<file path="src/rtl/mwfc_pkg.sv">
// ----------------------------------------------------------------------------
// mwfc_pkg
// Shared types, codes and the CRC-16 byte update of the frame checker.
// ----------------------------------------------------------------------------
package mwfc_pkg;

  localparam int unsigned FRAME_LEN = 8;
  localparam int unsigned CRC_LEN   = 6;
  localparam int unsigned CNT_W     = $clog2(FRAME_LEN);

  localparam logic [15:0] CRC_INIT  = 16'hFFFF;
  localparam logic [15:0] CRC_POLY  = 16'hA001;
  localparam logic [7:0]  FN_READ   = 8'h03;
  localparam logic [7:0]  FN_WRITE  = 8'h06;
  localparam logic [15:0] REG_MOTOR = 16'h0000;

  localparam logic [7:0]  ADDR_RST  = 8'h01;
  localparam logic [15:0] MAX_RST   = 16'd255;

  // Configuration register indexes
  localparam logic CFG_DEV_ADDR = 1'b0;
  localparam logic CFG_MAX_REF  = 1'b1;

  localparam logic [CNT_W-1:0] CNT_LAST = CNT_W'(FRAME_LEN - 1);
  localparam logic [CNT_W-1:0] CNT_CRC  = CNT_W'(CRC_LEN);

  typedef enum logic [2:0] {
    ST_OK       = 3'd0,
    ST_ADDR     = 3'd1,
    ST_READ     = 3'd2,
    ST_FUNC     = 3'd3,
    ST_REG      = 3'd4,
    ST_RANGE    = 3'd5,
    ST_CRC      = 3'd6
  } status_t;

  // One checked frame: byte k sits at frame[k]
  typedef struct packed {
    status_t                         status;
    logic [FRAME_LEN-1:0][7:0]       frame;
  } desc_t;

  // Queue state seen by the input handshake and the back
  typedef struct packed {
    logic full;
    logic valid;
  } q_stat_t;

  function automatic logic [15:0] crc_byte(input logic [15:0] crc, input logic [7:0] b);
    logic [15:0] c;
    c = crc ^ {8'h00, b};
    for (int i = 0; i < 8; i++) begin
      c = c[0] ? ((c >> 1) ^ CRC_POLY) : (c >> 1);
    end
    return c;
  endfunction

endpackage

</file>
<file path="src/rtl/mwfc_front.sv">
// ----------------------------------------------------------------------------
// mwfc_front
// Byte intake: buffers the frame, runs the CRC and classifies the frame.
// ----------------------------------------------------------------------------
module mwfc_front (
  input  logic                clk,
  input  logic                rst_n,
  input  logic                accept,
  input  logic [7:0]          rx_byte,
  input  logic                frame_start,
  input  logic [7:0]          device_address,
  input  logic [15:0]         max_reference,
  output logic                push,
  output mwfc_pkg::desc_t     push_desc
);

  logic [mwfc_pkg::CNT_W-1:0] cnt_r, cnt_nxt, cnt_eff;
  logic [15:0]                crc_r, crc_nxt, crc_eff;
  logic [7:0]                 buf_r [mwfc_pkg::FRAME_LEN];
  logic                       final_byte;
  logic [15:0]                reg_addr, value;
  mwfc_pkg::status_t          status;

  // frame_start restarts the frame with this byte as byte 0
  assign cnt_eff    = frame_start ? '0 : cnt_r;
  assign crc_eff    = frame_start ? mwfc_pkg::CRC_INIT : crc_r;
  assign final_byte = (cnt_eff == mwfc_pkg::CNT_LAST);

  always_comb begin
    cnt_nxt = cnt_r;
    crc_nxt = crc_r;
    if (accept) begin
      if (final_byte) begin
        cnt_nxt = '0;
        crc_nxt = mwfc_pkg::CRC_INIT;
      end else begin
        cnt_nxt = cnt_eff + 1'b1;
        crc_nxt = (cnt_eff < mwfc_pkg::CNT_CRC) ? mwfc_pkg::crc_byte(crc_eff, rx_byte)
                                                : crc_eff;
      end
    end
  end

  always_ff @(posedge clk) begin
    if (!rst_n) begin
      cnt_r <= '0;
      crc_r <= mwfc_pkg::CRC_INIT;
    end else begin
      cnt_r <= cnt_nxt;
      crc_r <= crc_nxt;
    end
  end

  always_ff @(posedge clk) begin
    if (accept) begin
      buf_r[cnt_eff] <= rx_byte;
    end
  end

  // Checks in priority order; the last byte comes straight from the input
  assign reg_addr = {buf_r[2], buf_r[3]};
  assign value    = {buf_r[4], buf_r[5]};

  always_comb begin
    if (buf_r[0] != device_address) begin
      status = mwfc_pkg::ST_ADDR;
    end else if (buf_r[1] == mwfc_pkg::FN_READ) begin
      status = mwfc_pkg::ST_READ;
    end else if (buf_r[1] != mwfc_pkg::FN_WRITE) begin
      status = mwfc_pkg::ST_FUNC;
    end else if (reg_addr != mwfc_pkg::REG_MOTOR) begin
      status = mwfc_pkg::ST_REG;
    end else if (value > max_reference) begin
      status = mwfc_pkg::ST_RANGE;
    end else if (buf_r[6] != crc_r[15:8] || rx_byte != crc_r[7:0]) begin
      status = mwfc_pkg::ST_CRC;
    end else begin
      status = mwfc_pkg::ST_OK;
    end
  end

  always_comb begin
    push_desc.status = status;
    for (int k = 0; k < mwfc_pkg::FRAME_LEN - 1; k++) begin
      push_desc.frame[k] = buf_r[k];
    end
    push_desc.frame[mwfc_pkg::FRAME_LEN-1] = rx_byte;
  end

  assign push = accept && final_byte;

endmodule

</file>
<file path="config.mk">
export PLATFORM = sky130hd
export DESIGN_NAME = mwfc_front
export DESIGN_NICKNAME = d
export VERILOG_FILES = /design/src/rtl/mwfc_pkg.sv /design/src/rtl/mwfc_front.sv
export SDC_FILE = /design/constraint.sdc
export NUM_CORES = 1
export LEC_CHECK = 0
export BUFFER_PORTS_ARGS = -buffer_cell sky130_fd_sc_hd__buf_2
export CELL_PAD_IN_SITES_DETAIL_PLACEMENT = 0
export CELL_PAD_IN_SITES_GLOBAL_PLACEMENT = 1
export CORE_MARGIN = 2
export CORE_UTILIZATION = 40
export CTS_CLUSTER_DIAMETER = 150
export DETAILED_ROUTE_END_ITERATION = 6
export GPL_TIMING_DRIVEN = 0
export HOLD_SLACK_MARGIN = 0.06
export PLACE_DENSITY_LB_ADDON = 0.1
export REMOVE_ABC_BUFFERS = 1
export SETUP_SLACK_MARGIN = 0.02
export SLEW_MARGIN = 20
export SYNTH_ARGS = -nofsm -noshare
export SYNTH_HDL_FRONTEND = slang
export SYNTH_SLANG_ARGS = --single-unit
</file>
<file path="constraint.sdc">
create_clock -name clk -period 2.2 [get_ports clk]
set_clock_uncertainty 0.15 [all_clocks]
set_input_delay 0.22 -clock clk [delete_from_list [all_inputs] [get_ports clk]]
set_output_delay 0.22 -clock clk [all_outputs]
set_load 0.01 [all_outputs]
</file>
Yosys cells after proc, flatten, opt, wreduce, memory -nomap -nowiden. Memory sizes are Yosys's and may differ from the RTL's. Index checks and enable logic that the tools add are counted.

Memories kept: 1. Bits in writable memories: 64. Bits in registers: 19. Output and inout bits: 68. Logic and storage cells: 45. Input port bits: 36.

Memory list: buf_r (words 8, bits a word 8, rd ports 7, clocked after Yosys merged registers in 0, write ports 1, line mwfc_front.sv:19) `logic [7:0] buf_r [mwfc_pkg::FRAME_LEN];`.

Reduce and logical (&&, ||, !) cells: 3. Add/sub/neg operators: 1. Order comparisons: 2. Equality and inequality tests: 6. Mux-type cells: 21. Bitwise operators: 9.

Operators with widths (number): $mux 16 (11); $mux 3 (8); $ne 8x8->1 (3); $not 2->3 (8); $gt 16x16->1 (1); $reduce_bool 16->1 (1); $xor 16x8->16 (1); $eq 8x2->1 const B (1); $ne 8x3->1 const B (1); $add 3x1->3 const B (1); $eq 3x3->1 const B (1); $lt 3x3->1 const B (1); $mux 1 (2); $logic_and 1x1->1 (1); $logic_or 1x1->1 (1).

Depth between registers and ports, before layout.
Depth in word-level cells: 20. Depth in mapped cells: 11. Gate-level depth less buffers: 9.

Worst setup path before layout. OpenSTA, ideal clock, no wires.

Kind: register to output. Start: mem buf_r[5][5]. End: out push_desc[64] (netlist bit). Cell stages (with the launch flop): 9. Data arrival time: 1.769 ns. Path buffers: 0. Slack: 0.061 ns. Data required time: 1.830 ns. Cells stage by stage: edfxtp_1 ha_1 a21o_1 a21oi_1 nor2b_1 o31ai_1 o211ai_1 a311oi_1 o21ai_1.

RTL lines: start: declaration (line mwfc_front.sv:19); end: declaration (line mwfc_front.sv:14) `output mwfc_pkg::desc_t push_desc`.

==> metrics.yaml <==
io_buffers: 103
core-area_mm2: 0.008763
min_path_cells: 1
status: "finished, violations left"
hp-class: "in -> reg"
power_frac_clock_pct: 33.9
clkTransAtPathRegs_ps: 80
num_rows: 34
dieArea_mm2: 0.009840
gp_congestion: 0.7655
cts-root-buf: "clkbuf_8"
dpl.hpwl_mm: 6.185
ir_drop_uv: 393.4
postSynthRegisterBits: 75
worst_slack_ps: -526.3
wire_per_inst_um: 16.59
p_sw_share_pct: 25.21
via_per_inst: 4.969
drt-total-wl_mm: 8.642
cts_made_buffers: 9
cp_slowest_stage_delay_ps: 430
vias: 2589
synthSimpleGateAreaFrac_pct: 12.08
nNetsFinal: 462
intPower_uw: 2336
worstMarginPinSlew_ps: 812.0
seq_power_share_pct: 52.0
rsz0062_at_grt: "true"
synthAdderAreaFrac_pct: 6.213
fin_cells: 521
synth-async-reset-ratio_pct: 0
worstRegToRegCells: 7
syn_area_mm2: 0.003625
setup_violations: 3
start_util_pct: 41.36
synth_top_family_by_area: "XOR/XNOR gates"
dp_cells: 501
drive_gt1_share_pct: 34.87
fin_hold_ws_ps: 103.7
critPathKind: "reg -> out"
num-fill-cells: 812
critical_path_arrival_ps: 2360
grt_use_total_pct: 17.81
synth_area_per_cell_um2: 11.85
cp-start-kind: "flop"
p_leak_uw: 0.001848
firstDrtPassIters: 4
htree_levels: 3
critPathCaptureType: "primary output"
synth_flop_cell: "edfxtp_1"
slew_headroom_pct: 45.67
synth-compound-area-share_pct: 6.317
grt_pass1_vias: 2442
grt_pass1_wl_mm: 13.19
grt_max_degree: 25
die_x_um: 99.20
yosysWarningCount: 0
utilization_pct: 51.51
muxShareOfSynthArea_pct: 0.5523
areaGrowthSynthToFinish_pct: 24.54
worst-path-max-fanout: 2
p_comb_share_pct: 14.1
antennaDiodeCount: 0
first_iter_violations: 133
min_period_over_period_pct: 123.9
cts_tree: "yes"
power_switching_uw: 787.3
ant_nets: 0
die_h_um: 99.20
synth_xor_area_share_pct: 13.46
max_freq_mhz: 366.8
synth_cells: 306
period_needed_ps: 2726
worstPathCellList: "ha_4, nor2b_1, o211ai_1, a21oi_2, o31ai_2, o211ai_1, buf_4, a21oi_2, o21ba_1, buf_2"
violations: "setup timing"
power_density_mw_per_mm2: 691.9
cp.required_ps: 1830
yosysSeqAreaShare_pct: 56.89
clk_latency_ps: 340
io_pins: 104
overflow: 0
synth_cell_types: 39
antenna_found_initial: 0
clkSinkCount: 75
maxSlewViolCount: 0
synth_edf_count: 56
route.detailed.drc: 0
clockBufferDepth: 2
crit_slowest_cell: "edfxtp_1"
drv_cap: 0
hold_viol_final: 0
## cells by family (layout without fill, tap and decap cells)
| logic type | after synthesis | after routing |
|---|---|---|
| AND/OR/NAND/NOR | 89 | 89 |
| AO/OA/AOI/OAI | 36 | 36 |
| multiplexers | 2 | 2 |
| XOR/XNOR | 51 | 51 |
| buffers and inverters | 35 | 142 |
| adder cells (fa/ha/maj) | 18 | 18 |
| flip-flops | 75 | 75 |
## per-layer routing
layer / GRT usage, % / up-vias / part of all wire [%]
li1: - / 1280 / -
met2: 26.82 / 69 / 45
met4: 6.533 / 0 / 1.6
met3: 2.881 / 12 / 4.5
met5: 0 / - / 0
met1: 26.03 / 1228 / 49
## area by class of cell
class                      instances  area, um2  share of cell area, %
sequential                        75       2066                  45.76
clock inverter                     4      51.30                  1.136
inverter                          19      71.32                  1.580
tap                              108      135.1                  2.993
clock buffer                      12      145.1                  3.215
timing repair buffer             107      553.0                  12.25
multi-input combinational        196       1493                  33.07
## flip-flops by register name, indices dropped and copies added, names as in the netlist
name / count
cnt_r: 3
crc_r: 16
buf_r: 56
## power groups by stage
| stage | Combinational [uW] | Sequential [uW] | Clock (uW) |
|---|---|---|---|
| 2_1_floorplan | 276 | 1650 | 0 |
| 3_3_place_gp | 423 | 1650 | 0 |
| 3_5_place_dp | 427 | 1650 | 0 |
| 4_1_cts | 439 | 1620 | 1090 |
| 5_1_grt | 491 | 1630 | 1140 |
| 6_report | 442 | 1620 | 1060 |
## cell usage after synthesis, types with 8 or more instances
cell type,instances,share of area (%)
edfxtp_1,56,46
xnor2_1,33,8.0
nor2_1,25,2.6
nand2_1,22,2.3
dfxtp_1,19,10
inv_1,19,2.0
ha_1,18,6.2
xor2_1,15,3.6
nor3_1,10,1.4
o211ai_1,10,2.1
a21oi_1,9,1.2
buf_4,8,1.7
## worst paths after layout
| kind | start | endpoint | slack [ps] |
|---|---|---|---|
| setup / recovery | buf_r[5][1] | push_desc[65] | -530 |
| hold / removal | rx_byte[7] | buf_r[2][7] | 100 |
| setup reg to reg | crc_r[0] | crc_r[0] | 150 |
| hold reg to reg | crc_r[13] | crc_r[13] | 370 |
## metrics by stage
| stage | area (um2) | TNS (ps) | total power [uW] | worst slack [ps] |
|---|---|---|---|---|
| 2_1_floorplan | 3533 | 0 | 1923 | 61.48 |
| 3_3_place_gp | 4184 | -8839 | 2076 | -468.0 |
| 3_5_place_dp | 4189 | -6253 | 2081 | -450.5 |
| 4_1_cts | 4457 | -1810 | 3150 | -630.6 |
| 5_1_grt | 4514 | -1944 | 3266 | -674.4 |
| 6_report | 4514 | -1510 | 3124 | -526.3 |
## critical path, delay by kind of cell, from the launching register on
kind,cells,cell delay [ps]
adders and majority gates,1,230
buffers and inverters,2,310
and+or+nand+nor,1,120
DFF,1,430
AOI/OAI and AO/OA,6,920
## layout by cell type, fill, tap and decap left out, drive strengths merged, types with 2 or more instances in the layout
cell / Yosys / final
nor4: 7 / 7
xnor2: 34 / 34
ha: 18 / 18
nand2: 22 / 22
edfxtp: 56 / 56
nor3: 10 / 10
xor2: 16 / 16
a21o: 2 / 2
o211ai: 10 / 10
o21ai: 9 / 9
dfxtp: 19 / 19
a311oi: 2 / 2
a21oi: 9 / 9
and4: 2 / 2
nor2b: 6 / 6
nand2b: 2 / 2
nand4: 7 / 7
buf: 12 / 104
dlygate4sd3: 0 / 2
and2: 2 / 2
mux2i: 2 / 2
nor2: 26 / 26
clkbuf: 4 / 13
clkinv: 0 / 2
inv: 19 / 19
## what timing repair did
| action | in CTS | in global routing |
|---|---|---|
| hold buffers | 2 | 0 |
| cloned | 0 | 0 |
| setup endpoints to repair | 12 | 4 |
| setup buffers | 2 | 0 |
| pin swaps | 6 | 7 |
| resized for setup | 9 | 13 |
| hold endpoints to repair | 2 | 0 |
No activity file was read; power rests on OpenSTA's default activity.
